### src/lru_page_replacement_top_assert.svh
// Assertion macros for the LRU page replacement block.
// Used by lru_page_replacement_top; needs no other file.
`ifndef LRU_PAGE_REPLACEMENT_TOP_ASSERT_SVH
`define LRU_PAGE_REPLACEMENT_TOP_ASSERT_SVH

`ifndef ASSERT_OFF
`define LRUPR_ASSERT(lbl, clk, rstn, prop) \
    lbl: assert property (@(posedge clk) disable iff (!rstn) prop) \
        else $error("lru_page_replacement assertion failed");
`define LRUPR_ASSERT_ALWAYS(lbl, clk, prop) \
    lbl: assert property (@(posedge clk) prop) \
        else $error("lru_page_replacement assertion failed");
`else
`define LRUPR_ASSERT(lbl, clk, rstn, prop)
`define LRUPR_ASSERT_ALWAYS(lbl, clk, prop)
`endif

`endif

### src/lrupr_pkg.sv
// Shared widths and constants for the LRU page replacement block.
// Has no dependencies; used by lru_page_replacement_top.
package lrupr_pkg;

    localparam int CNT_W   = 3;
    localparam int PAGE_W  = 16;
    localparam int SLOT_W  = 2;
    localparam int FAULT_W = 32;

    localparam logic [FAULT_W-1:0] FAULT_MAX = {FAULT_W{1'b1}};
    localparam logic [CNT_W-1:0]   CNT_MAX   = {CNT_W{1'b1}};

    typedef logic [PAGE_W-1:0]  t_page;
    typedef logic [FAULT_W-1:0] t_fault;
    typedef logic [CNT_W-1:0]   t_cnt;

endpackage

### src/lru_page_replacement_top.sv
// LRU page replacement over a small set of frames, one sequenced scan unit.
// Depends on lrupr_pkg and lru_page_replacement_top_assert.svh.
//
// Usage:
// A page reference request arrives on i_valid/i_page and is taken when
// o_stall is low. One result request leaves on o_valid with hit, frame slot,
// evicted page and the saturating fault total; it is taken when i_stall is low.
// The frame count register is written through i_cfg_valid/i_cfg_data while
// o_cfg_ready is high; write it only while the block is idle.
// Operation: after an accepted request, one comparator and one rank compare
// step through the active frames, one frame per cycle, then the update state
// writes pages and ranks and the finish state loads the output register once
// it is free. A request scans its active frames (at most the frame count),
// and the next request is taken once the block has returned to idle.
// A stalled result stays in the output register while the next request is
// already being processed; that request then waits before delivery.
// Reset clears the frames in use, all ranks, the fault count and any pending
// result, and sets the frame count to 4. No clearing pass is needed.
module lru_page_replacement_top #(
    parameter int FRAMES = 4
) (
    input  logic                                i_clk,
    input  logic                                i_rst_n,
    input  logic                                i_valid,
    output logic                                o_stall,
    input  logic [lrupr_pkg::PAGE_W-1:0]        i_page,
    output logic                                o_valid,
    input  logic                                i_stall,
    output logic                                o_hit,
    output logic [lrupr_pkg::SLOT_W-1:0]        o_frame_slot,
    output logic                                o_evicted_valid,
    output logic [lrupr_pkg::PAGE_W-1:0]        o_evicted_page,
    output logic [lrupr_pkg::FAULT_W-1:0]       o_fault_total,
    input  logic                                i_cfg_valid,
    output logic                                o_cfg_ready,
    input  logic [lrupr_pkg::CNT_W-1:0]         i_cfg_data
);

    localparam int SLOTS = (FRAMES < 7) ? FRAMES : 7;
    localparam int SW    = (SLOTS > 1) ? $clog2(SLOTS) : 1;
    localparam int RW    = (FRAMES > 1) ? $clog2(FRAMES) : 1;
    localparam logic [RW-1:0] RANK_MAX = RW'(FRAMES - 1);
    localparam lrupr_pkg::t_cnt SLOTS_C = lrupr_pkg::CNT_W'(SLOTS);

    typedef enum logic [1:0] {
        S_IDLE,
        S_SCAN,
        S_UPDATE,
        S_FINISH
    } t_state;

    t_state                 r_state;
    lrupr_pkg::t_page       r_pages [0:SLOTS-1];
    logic [RW-1:0]          r_rank  [0:SLOTS-1];
    lrupr_pkg::t_cnt        r_filled;
    lrupr_pkg::t_fault      r_fault;
    lrupr_pkg::t_cnt        r_frame_count;

    lrupr_pkg::t_page       r_page;
    lrupr_pkg::t_cnt        r_active;
    logic                   r_can_fill;
    lrupr_pkg::t_cnt        r_idx;
    logic                   r_hit;
    lrupr_pkg::t_cnt        r_hit_slot;
    logic [RW-1:0]          r_hit_rank;
    logic [RW-1:0]          r_best;
    lrupr_pkg::t_cnt        r_best_slot;
    lrupr_pkg::t_page       r_best_page;

    logic                   r_res_hit;
    lrupr_pkg::t_cnt        r_res_slot;
    logic                   r_res_ev;
    lrupr_pkg::t_page       r_res_evp;

    logic                   r_o_valid;
    logic                   r_o_hit;
    logic [lrupr_pkg::SLOT_W-1:0] r_o_slot;
    logic                   r_o_ev;
    lrupr_pkg::t_page       r_o_evp;
    lrupr_pkg::t_fault      r_o_fault;

    lrupr_pkg::t_cnt        w_count;
    lrupr_pkg::t_cnt        w_active;
    lrupr_pkg::t_page       w_cur_page;
    logic [RW-1:0]          w_cur_rank;
    lrupr_pkg::t_cnt        w_slot;
    lrupr_pkg::t_cnt        w_age_active;
    logic                   w_age_all;
    logic                   w_write;
    logic                   w_in_acc;
    logic                   w_out_free;

    assign o_stall     = (r_state != S_IDLE);
    assign o_cfg_ready = 1'b1;
    assign w_in_acc    = i_valid && !o_stall;
    assign w_out_free  = !r_o_valid || !i_stall;

    always_comb begin
        if (r_frame_count == '0) begin
            w_count = lrupr_pkg::CNT_W'(1);
        end else if (r_frame_count > SLOTS_C) begin
            w_count = SLOTS_C;
        end else begin
            w_count = r_frame_count;
        end
        w_active   = (r_filled < w_count) ? r_filled : w_count;
        w_cur_page = r_pages[r_idx[SW-1:0]];
        w_cur_rank = r_rank[r_idx[SW-1:0]];
    end

    always_comb begin
        if (r_hit) begin
            w_slot       = r_hit_slot;
            w_age_active = r_active;
            w_age_all    = 1'b0;
            w_write      = 1'b0;
        end else if (r_can_fill) begin
            w_slot       = r_filled;
            w_age_active = r_filled + lrupr_pkg::CNT_W'(1);
            w_age_all    = 1'b1;
            w_write      = 1'b1;
        end else begin
            w_slot       = r_best_slot;
            w_age_active = r_active;
            w_age_all    = 1'b1;
            w_write      = 1'b1;
        end
    end

    always_ff @(posedge i_clk) begin
        if (r_state == S_UPDATE && w_write) begin
            r_pages[w_slot[SW-1:0]] <= r_page;
        end
    end

    always_ff @(posedge i_clk) begin
        if (!i_rst_n) begin
            r_state       <= S_IDLE;
            r_filled      <= '0;
            r_fault       <= '0;
            r_frame_count <= lrupr_pkg::CNT_W'(4);
            r_o_valid     <= 1'b0;
            for (int i = 0; i < SLOTS; i++) begin
                r_rank[i] <= '0;
            end
        end else begin
            if (i_cfg_valid && o_cfg_ready) begin
                r_frame_count <= i_cfg_data;
            end
            if (r_o_valid && !i_stall && r_state != S_FINISH) begin
                r_o_valid <= 1'b0;
            end
            case (r_state)
                S_IDLE: begin
                    if (w_in_acc) begin
                        r_page     <= i_page;
                        r_active   <= w_active;
                        r_can_fill <= (r_filled < w_count);
                        r_idx      <= '0;
                        r_hit      <= 1'b0;
                        r_hit_slot <= '0;
                        r_hit_rank <= '0;
                        r_best     <= '0;
                        r_best_slot <= '0;
                        r_best_page <= '0;
                        r_state    <= S_SCAN;
                    end
                end
                S_SCAN: begin
                    if (r_idx == r_active) begin
                        r_state <= S_UPDATE;
                    end else begin
                        if (!r_hit && w_cur_page == r_page) begin
                            r_hit      <= 1'b1;
                            r_hit_slot <= r_idx;
                            r_hit_rank <= w_cur_rank;
                        end
                        if (r_idx == '0 || w_cur_rank > r_best) begin
                            r_best      <= w_cur_rank;
                            r_best_slot <= r_idx;
                            r_best_page <= w_cur_page;
                        end
                        r_idx <= r_idx + lrupr_pkg::CNT_W'(1);
                    end
                end
                S_UPDATE: begin
                    for (int i = 0; i < SLOTS; i++) begin
                        if (lrupr_pkg::CNT_W'(i) == w_slot) begin
                            r_rank[i] <= '0;
                        end else if (lrupr_pkg::CNT_W'(i) < w_age_active &&
                                     (w_age_all || r_rank[i] < r_hit_rank) &&
                                     r_rank[i] < RANK_MAX) begin
                            r_rank[i] <= r_rank[i] + RW'(1);
                        end
                    end
                    if (!r_hit) begin
                        if (r_fault != lrupr_pkg::FAULT_MAX) begin
                            r_fault <= r_fault + lrupr_pkg::FAULT_W'(1);
                        end
                        if (r_can_fill) begin
                            r_filled <= r_filled + lrupr_pkg::CNT_W'(1);
                        end
                    end
                    r_res_hit  <= r_hit;
                    r_res_slot <= w_slot;
                    r_res_ev   <= !r_hit && !r_can_fill;
                    r_res_evp  <= (!r_hit && !r_can_fill) ? r_best_page : '0;
                    r_state    <= S_FINISH;
                end
                S_FINISH: begin
                    if (w_out_free) begin
                        r_o_valid <= 1'b1;
                        r_o_hit   <= r_res_hit;
                        r_o_slot  <= r_res_slot[lrupr_pkg::SLOT_W-1:0];
                        r_o_ev    <= r_res_ev;
                        r_o_evp   <= r_res_evp;
                        r_o_fault <= r_fault;
                        r_state   <= S_IDLE;
                    end
                end
                default: begin
                    r_state <= S_IDLE;
                end
            endcase
        end
    end

    assign o_valid         = r_o_valid;
    assign o_hit           = r_o_hit;
    assign o_frame_slot    = r_o_slot;
    assign o_evicted_valid = r_o_ev;
    assign o_evicted_page  = r_o_evp;
    assign o_fault_total   = r_o_fault;

`include "lru_page_replacement_top_assert.svh"

    `LRUPR_ASSERT(a_filled_bound, i_clk, i_rst_n, r_filled <= SLOTS_C)
    `LRUPR_ASSERT(a_hit_no_evict, i_clk, i_rst_n, o_valid |-> !(o_hit && o_evicted_valid))
    `LRUPR_ASSERT(a_evp_zero, i_clk, i_rst_n, (o_valid && !o_evicted_valid) |-> (o_evicted_page == '0))
    `LRUPR_ASSERT(a_scan_bound, i_clk, i_rst_n, (r_state == S_SCAN) |-> (r_idx <= r_active))

endmodule
### config.mk
export PLATFORM = sky130hd
export DESIGN_NAME = lru_page_replacement_top
export DESIGN_NICKNAME = d
export VERILOG_FILES = /design/src/lrupr_pkg.sv /design/src/lru_page_replacement_top.sv
export VERILOG_INCLUDE_DIRS = /design/src /design/src/src
export SDC_FILE = /design/constraint.sdc
export NUM_CORES = 1
export LEC_CHECK = 0
export ABC_CLOCK_PERIOD_IN_PS = 5870
export BUFFER_PORTS_ARGS = -buffer_cell sky130_fd_sc_hd__buf_4
export CAP_MARGIN = 30
export CORE_MARGIN = 1.5
export CORE_UTILIZATION = 59
export DETAILED_ROUTE_END_ITERATION = 12
export GPL_ROUTABILITY_DRIVEN = 0
export HOLD_SLACK_MARGIN = 0.12
export PLACE_DENSITY = 0.79
export REMOVE_ABC_BUFFERS = 1
export SLEW_MARGIN = 20
export SYNTH_ARGS = -nofsm -noshare
export SYNTH_HDL_FRONTEND = slang
export SYNTH_SLANG_ARGS = --single-unit
### constraint.sdc
create_clock -name i_clk -period 5.87 [get_ports i_clk]
set_input_delay 1.174 -clock i_clk [delete_from_list [all_inputs] [get_ports i_clk]]
set_output_delay 1.174 -clock i_clk [all_outputs]
set_load 0.005 [all_outputs]
==> results.md, run 1 <==
- Gate Count Post-Synth: 667
- Share of post-route cells with drive strength above 1: 20.1%
- Setup Skew: 0.0145 ns
- Leak pwr: 4.24 nW
- FF-to-FF setup slack: 2.90 ns
- Slew headroom: 41.9%
- Crit-path max FO: 25
- Total gr overflow: 0
- Antenna violations before repair: 0
- Die H: 131 um
- Synthesized area per cell: 14.5 sq um
- Slew Limit Fails: 0
- DIE AREA: 17200 sq um
- Initial drt markers: 488
- Sequential cell area fraction in the yosys report: 69.0%
- Number of synthesized flops with an enable pin: 194
- Clk_lat worst skew: 0.51 ns
- Clock-pin slew on the worst setup and hold paths: 0.07 ns
- Inst Count DP: 944
- Crit share post-route: 50.6%
- HP Class: reg2reg
- Wire length per cell: 17.6 um
- Top_reg_cell synth: edfxtp_1
- Std cell rows: 46
- Nets@finish: 800
- Port Buffers: 77
- YS warnings: 0
- # setup viols final: 0
- Drt via density: 5.51
- Clock sinks: 237
- Drt first pass iters: 4
- Worst setup margin: 2.90 ns
- Routed Antenna Nets: 0
- Vias: 5448
- Setup crit start kind: flip-flop
- Die span in x: 131 um
- Status: finished clean
- Post-CTS Resized: 0
- Max cap viols: 0
- Yosys cell types: 50
- Global Route Usage Sum: 20.5%
- Final Hold Viols: 0
- RSZ-0062 raised after global routing: no
- Synth Register Bits: 237
- CP required: 6.00 ns
- Post-layout minimum cycle time: 2.97 ns
- Inserted Diodes: 0
- Area Growth Syn to Fin: 17.0%
- Post-detail-place hpwl: 11500 um
- Worst VDD drop: 0.308 mV
- Placeable Area: 15900 sq um
- Max Freq: 336 MHz
- Crit Path Category: reg2reg
- Largest net degree at the start of global routing: 53
- First-pass GRT wire length: 28200 um
- Total wire length: 17400 um
- Total power: 4.49 mW
- Number of buffers created by CTS: 23
- Vias in the first global route: 5456
- Post-CTS Setup Bufs: 0
- Quantity of hold-fixing buffers added after cts: 0
- Cell area power density: 396 nW/um^2
- Starting density of the core: 60.8%
- CTS tree: built
- # fillers: 1014
- Worst-margin pin slew: 0.864 ns
- Synth async-reset ratio: 0%
- Drt drc: 0
- # IOs: 79
- Post-Layout Cell Count: 988
- Arr. time, crit path: 3.10 ns
- Clock Tree Buf Depth: 3
- CP Capture Type: flip-flop
- Setup TNS: 0 ns
- Root Buffer: clkbuf_16
- Mapped Area: 9690 sq um
- H-tree levels: 1
- Setup WS pre-CTS: 2.83 ns
[worst max-delay path, stage by stage, from the launching register on]
cell and delay [ns]:
dfxtp_1 0.40, buf_4 0.36, mux4_2 0.60, xnor2_1 0.22, nand4_1 0.15, nor2_1 0.18, nand4_1 0.15, a21oi_1 0.52
[through the flow]
stage               instance area [sq um]  hold WS, ns  util, %
floorplan                            9590        0.400        -
global placement                    10500        0.405     65.8
detailed placement                  10500        0.405     66.1
CTS                                 11300        0.419     70.9
global route                        11300        0.434     71.1
finish                              11300        0.418     71.1
[logic make-up (layout without fill, tap and decap cells)]
logic type / Yosys count / after routing / share of synthesized area (%)
fa+ha+maj: 21 / 21 / 2.71
flops: 237 / 237 / 69.0
compound gates: 55 / 55 / 3.76
simple gates: 212 / 212 / 12.2
other cells: 1 / 1 / 0.0387
xor+xnor: 53 / 53 / 4.79
buf+inv: 50 / 155 / 2.07
mux: 38 / 38 / 5.41
[registers in the layout, summed over array words and instances (netlist names), 2 cells and up, named ones only]
name / cells
o_evicted_page: 16
o_fault_total: 32
o_frame_slot: 2
r_active: 3
r_best: 2
r_best_page: 16
r_best_slot: 3
r_fault: 32
r_filled: 3
r_frame_count: 3
r_hit_rank: 2
r_hit_slot: 3
r_idx: 3
r_page: 16
r_pages: 64
r_rank: 8
r_res_evp: 16
r_res_slot: 2
r_state: 2
[report_power, final]
group	leakage (nW)	total, mW	switching [mW]	internal [mW]
combinational	1.68	0.861	0.499	0.362
clock	0.375	1.44	0.606	0.834
sequential	2.18	2.19	0.111	2.08
[layout by cell type (no fill, tap or decap), types with 4 or more instances in the layout]
cell | netlist | layout
buf_4 | 1 | 80
and3_1 | 8 | 8
mux2i_1 | 22 | 22
edfxtp_1 | 194 | 194
nor2_2 | 0 | 4
o2111ai_1 | 4 | 4
clkbuf_8 | 0 | 4
o211ai_1 | 6 | 6
nor2_1 | 30 | 26
clkbuf_16 | 0 | 25
nand2b_1 | 15 | 15
nor2b_1 | 6 | 6
nand3_1 | 13 | 13
a21oi_1 | 8 | 7
xor2_1 | 27 | 27
inv_1 | 27 | 27
nor4_1 | 8 | 8
and2_1 | 55 | 55
ha_1 | 21 | 21
o21ai_0 | 17 | 17
xnor2_1 | 26 | 26
or3_1 | 8 | 8
a21boi_0 | 8 | 8
nand2_1 | 33 | 33
mux4_2 | 11 | 11
nand4_1 | 6 | 6
nor3b_1 | 4 | 4
mux2_2 | 5 | 5
dfxtp_1 | 43 | 43
nor3_1 | 11 | 11
[cells in the mapped netlist (8+ instances only)]
cell type / count / area share [%]
edfxtp_1: 194 / 60
and2_1: 55 / 3.6
dfxtp_1: 43 / 8.9
nand2_1: 33 / 1.3
nor2_1: 30 / 1.2
inv_1: 27 / 1.0
xor2_1: 27 / 2.4
xnor2_1: 26 / 2.4
mux2i_1: 22 / 2.3
ha_1: 21 / 2.7
o21ai_0: 17 / 0.88
clkbuf_1: 15 / 0.58
nand2b_1: 15 / 0.97
nand3_1: 13 / 0.67
mux4_2: 11 / 2.6
nor3_1: 11 / 0.57
a21boi_0: 8 / 0.62
a21oi_1: 8 / 0.41
and3_1: 8 / 0.52
nor4_1: 8 / 0.52
or3_1: 8 / 0.52
[final cells by class]
class,count,area (sq um),area share (%)
timing repair buffer,86,679,5.99
multi-input combinational,380,2840,25.0
sequential,237,6690,59.0
clock inverter,10,70.1,0.618
inverter,27,101,0.894
tap,216,270,2.38
clock buffer,32,692,6.10
[worst paths after layout]
kind / from / endpoint / depth (start not counted)
worst max register to register: flip-flop / r_hit_rank[1] / 7
worst min register to register: r_res_evp[2] / o_evicted_page[2] / 0
worst min-delay path: r_res_evp[2] / o_evicted_page[2] / 0
worst max-delay path: flip-flop / r_hit_rank[1] / 7
[per-layer routing]
| layer | vias to the layer above | GRT usage (%) | share of wire [%] |
|---|---|---|---|
| met1 | 2659 | 26.8 | 43 |
| met4 | 0 | 5.49 | 1.6 |
| li1 | 2614 | - | - |
| met2 | 151 | 35.9 | 51 |
| met3 | 24 | 3.09 | 4.7 |
| met5 | - | 0 | 0 |
No activity file was read; power rests on OpenSTA's default activity.
==> inputs of run 2 (changes only) <==
Settings changed: ABC_CLOCK_PERIOD_IN_PS 5870 to 2900.
Clock period 5.87 ns to 2.9 ns, I/O delays scaled along.
==> results.md, run 2 (synthesis results as in run 1) <==
- Post-layout minimum cycle time: 2.59 ns
- Max Freq: 386 MHz
- Max FFs per register: 64
- DIE AREA: 17200 sq um
- Most frequent cells in the layout: 194 x edfxtp_1, 92 x buf_4, 55 x and2_1, 43 x dfxtp_1, 33 x nand2_1
- Final Hold Viols: 0
- HP Class: in2reg
- CP required: 3.31 ns
- Clock-pin slew on the worst setup and hold paths: 0.06 ns
- WHS: 0.237 ns
- Largest net degree at the start of global routing: 53
- Total wire length: 17400 um
- Max cap viols: 0
- Vias: 5528
- Port Buffers: 77
- Drt first pass iters: 5
- Inserted Diodes: 0
- Post-CTS Setup Bufs: 0
- Slew headroom: 44.6%
- Leak pwr: 4.27 nW
- Global Route Usage Sum: 20.3%
- First-pass GRT wire length: 28100 um
- Status: finished clean
- Die span in x: 131 um
- Nets@finish: 809
- Post-Layout Cell Count: 997
- CTS tree: built
- Placeable Area: 15900 sq um
- Clk_lat worst skew: 0.52 ns
- # IOs: 79
- Setup Skew: 0.0123 ns
- Total power: 9.16 mW
- Arr. time, crit path: 3.00 ns
- Slew Limit Fails: 0
- Drt via density: 5.54
- Number of buffers created by CTS: 23
- Crit share post-route: 89.4%
- Root Buffer: clkbuf_16
- RSZ-0062 raised after global routing: no
- Die H: 131 um
- Crit-path max FO: 10
- Cell depth of the worst flop-to-flop path: 8
- Commonest non-fill, non-tap cell in the layout: edfxtp_1
- Routed Antenna Nets: 0
- Setup TNS: 0 ns
- Inst Count DP: 955
- Cell depth of the worst hold path: 1
- Total gr overflow: 0
- Vias in the first global route: 5630
- Std cell rows: 46
- H-tree levels: 1
- Quantity of hold-fixing buffers added after cts: 0
- # fillers: 978
- Antenna violations before repair: 0
- Post-CTS Resized: 0
- Crit Path Category: reg2reg
- CP Capture Type: flip-flop
- Share of post-route cells with drive strength above 1: 19.8%
- Starting density of the core: 60.8%
- Worst-margin pin slew: 0.828 ns
- Clock Tree Buf Depth: 3
- Clock sinks: 237
- Cell area power density: 804 nW/um^2
- Area Growth Syn to Fin: 17.6%
- Initial drt markers: 507
- Post-detail-place hpwl: 11600 um
- Worst VDD drop: 0.626 mV
- Drt drc: 0
- # setup viols final: 0
- Wire length per cell: 17.4 um
- Setup crit start kind: flip-flop
==> run 2: path summary, 6_finish.rpt <==
kind                               startpoint         endpoint  slack [ns]
worst max-delay path               r_state[0]      r_fault[31]        0.31
worst min register to register  r_res_slot[0]  o_frame_slot[0]        0.41
worst max register to register     r_state[0]      r_fault[31]        0.31
worst min-delay path               i_page[10]       r_page[10]        0.24
==> run 2: cell type report <==
| type | instances | area [sq um] | area share [%] |
|---|---|---|---|
| Inverter | 27 | 101 | 0.890 |
| Multi-Input combinational cell | 380 | 2820 | 24.7 |
| Sequential cell | 237 | 6690 | 58.7 |
| Clock inverter | 14 | 135 | 1.19 |
| Clock buffer | 28 | 626 | 5.49 |
| Timing Repair Buffer | 95 | 751 | 6.59 |
| Tap cell | 216 | 270 | 2.37 |
==> run 2: critical path, cell delays in order, from the launching register on <==
cell,delay (ns)
dfxtp_1,0.34
inv_1,0.11
ha_1,0.32
nand3b_1,0.20
or4_4,0.49
or2_0,0.39
nor4b_1,0.37
xor2_1,0.10
and2_1,0.16
==> run 2: routing by layer <==
metal	part of all wire, %	GRT usage (%)	wire [um]	vias to the layer above
li1	-	-	-	2620
met1	43	25.9	7410	2677
met2	50	35.8	8700	199
met3	5.2	2.97	910	32
met4	2.0	6.49	355	0
met5	0	0	0	-
==> run 2: where the power goes <==
part,switching [mW],internal (mW)
logic,1.00,0.797
clock network,1.22,1.73
registers,0.206,4.21
==> run 2: through the flow <==
stage / setup slack, ns / instance area [sq um] / util [%]
final: 0.308 / 11400 / 71.4
after global routing: 0.170 / 11400 / 71.4
after CTS: 0.316 / 11400 / 71.4
after detailed placement: 0.310 / 10600 / 66.7
after global placement: 0.359 / 10600 / 66.7
after floorplan: -0.740 / 9590 / -
==> inputs of run 3 (changes only) <==
Settings changed: CORE_UTILIZATION 59 to 35, PLACE_DENSITY 0.79 to default.
==> results.md, run 3 (synthesis results as in run 1) <==
- Status: finished clean
- CP Capture Type: flip-flop
- Drt first pass iters: 4
- Crit Path Category: reg2reg
- Wire length per cell: 15.4 um
- Vias in the first global route: 5291
- Die H: 169 um
- Routed Antenna Nets: 0
- Drt drc: 0
- Post-Layout Cell Count: 1128
- Commonest non-fill, non-tap cell in the layout: edfxtp_1
- Core utilization of the finished layout: 42.9%
- Setup crit start kind: flip-flop
- # setup viols final: 0
- Inst Count DP: 1083
- Cell depth of the worst flop-to-flop path: 7
- Number of buffers created by CTS: 25
- Initial drt markers: 343
- FF-to-FF setup slack: 0.36 ns
- Post-CTS Resized: 0
- Inserted Diodes: 0
- DIE AREA: 28700 sq um
- # IOs: 79
- Worst VDD drop: 0.407 mV
- Cell area power density: 794 nW/um^2
- Post-detail-place hpwl: 11600 um
- Worst-margin pin slew: 0.569 ns
- Max FFs per register: 64
- Leak pwr: 4.30 nW
- Most frequent cells in the layout: 194 x edfxtp_1, 94 x buf_4, 55 x and2_1, 43 x dfxtp_1, 33 x nand2_1
- RSZ-0062 raised after global routing: no
- First-pass GRT wire length: 28400 um
- Worst setup margin: 0.359 ns
- Max cap viols: 0
- Clock Tree Buf Depth: 3
- Post-layout minimum cycle time: 2.54 ns
- Total wire length: 17300 um
- Clock-pin slew on the worst setup and hold paths: 0.06 ns
- Die span in x: 169 um
- Final Hold Viols: 0
- Global Route Usage Sum: 12.4%
- FF-to-FF End: r_best_page[6]
- Cell depth of the worst hold path: 1
- Arr. time, crit path: 2.75 ns
- Hold EP: r_page[1]
- Crit share post-route: 87.6%
- Total power: 9.21 mW
- CTS tree: built
- Drt via density: 4.70
- Quantity of hold-fixing buffers added after cts: 0
- Slew Limit Fails: 0
- Clk_lat worst skew: 0.52 ns
- Std cell rows: 60
- Setup WS pre-CTS: 0.351 ns
- Post-CTS Setup Bufs: 0
- Clock sinks: 237
- Area Growth Syn to Fin: 19.7%
- Root Buffer: clkbuf_16
- Setup Skew: 0.0233 ns
- Share of post-route cells with drive strength above 1: 20.8%
- Vias: 5298
- Starting density of the core: 35.8%
- Antenna violations before repair: 0
- Max Freq: 393 MHz
- CP required: 3.11 ns
- Slew headroom: 61.7%
- H-tree levels: 1
- WHS: 0.242 ns
- Worst hold start: i_page[1]
- HP Class: in2reg
- Total gr overflow: 0
- Crit-path max FO: 24
- Placeable Area: 27000 sq um
- Port Buffers: 77
- Nets@finish: 814
- Largest net degree at the start of global routing: 50
[run 3: cell type report]
| class | count | area (sq um) |
|---|---|---|
| Clock buffer | 33 | 707 |
| Clock inverter | 12 | 71.3 |
| Fill cell | 2483 | 15400 |
| Inverter | 27 | 101 |
| Multi-Input combinational cell | 380 | 2820 |
| Sequential cell | 237 | 6690 |
| Tap cell | 341 | 427 |
| Timing Repair Buffer | 98 | 786 |
[run 3: routing by layer]
metal	part of all wire [%]	up-vias	global-route usage (%)	wire, um
met5	0	-	0	0
li1	-	2643	-	-
met1	48	2522	17.3	8310
met2	46	112	20.1	8000
met4	1.6	0	3.39	278
met3	4.3	21	1.91	751
[run 3: worst max-delay path: stages, from the launching register on]
cell and delay, ns:
dfxtp_1 0.45, buf_12 0.22, mux4_2 0.55, ha_1 0.30, nor2b_1 0.12, o21ai_0 0.12
a31oi_2 0.27, buf_12 0.19
[run 3: worst max-delay path by stage]
stage	startpoint	cells after the start	to	slack (ns)
final	flip-flop	7	r_best_page[6]	0.36
after global routing	r_state[0]	9	r_fault[25]	0.11
after CTS	r_state[0]	8	r_fault[23]	0.34
after detailed placement	r_state[0]	8	r_fault[23]	0.35
after global placement	r_state[0]	9	r_fault[25]	0.42
after floorplan	i_rst_n	2	o_evicted_page[0]	-0.74
[run 3: where the power goes]
part | internal, mW | total [mW] | switching (mW) | leakage (nW)
clock network | 1.72 | 2.98 | 1.26 | 0.385
registers | 4.21 | 4.41 | 0.201 | 2.18
logic | 0.823 | 1.82 | 0.997 | 1.73
[run 3: through the flow]
step | area [sq um] | setup TNS (ns)
after detailed placement | 10800 | 0
after global placement | 10800 | 0
final | 11600 | 0
after global routing | 11600 | 0
after floorplan | 9590 | -53.73
after CTS | 11600 | 0
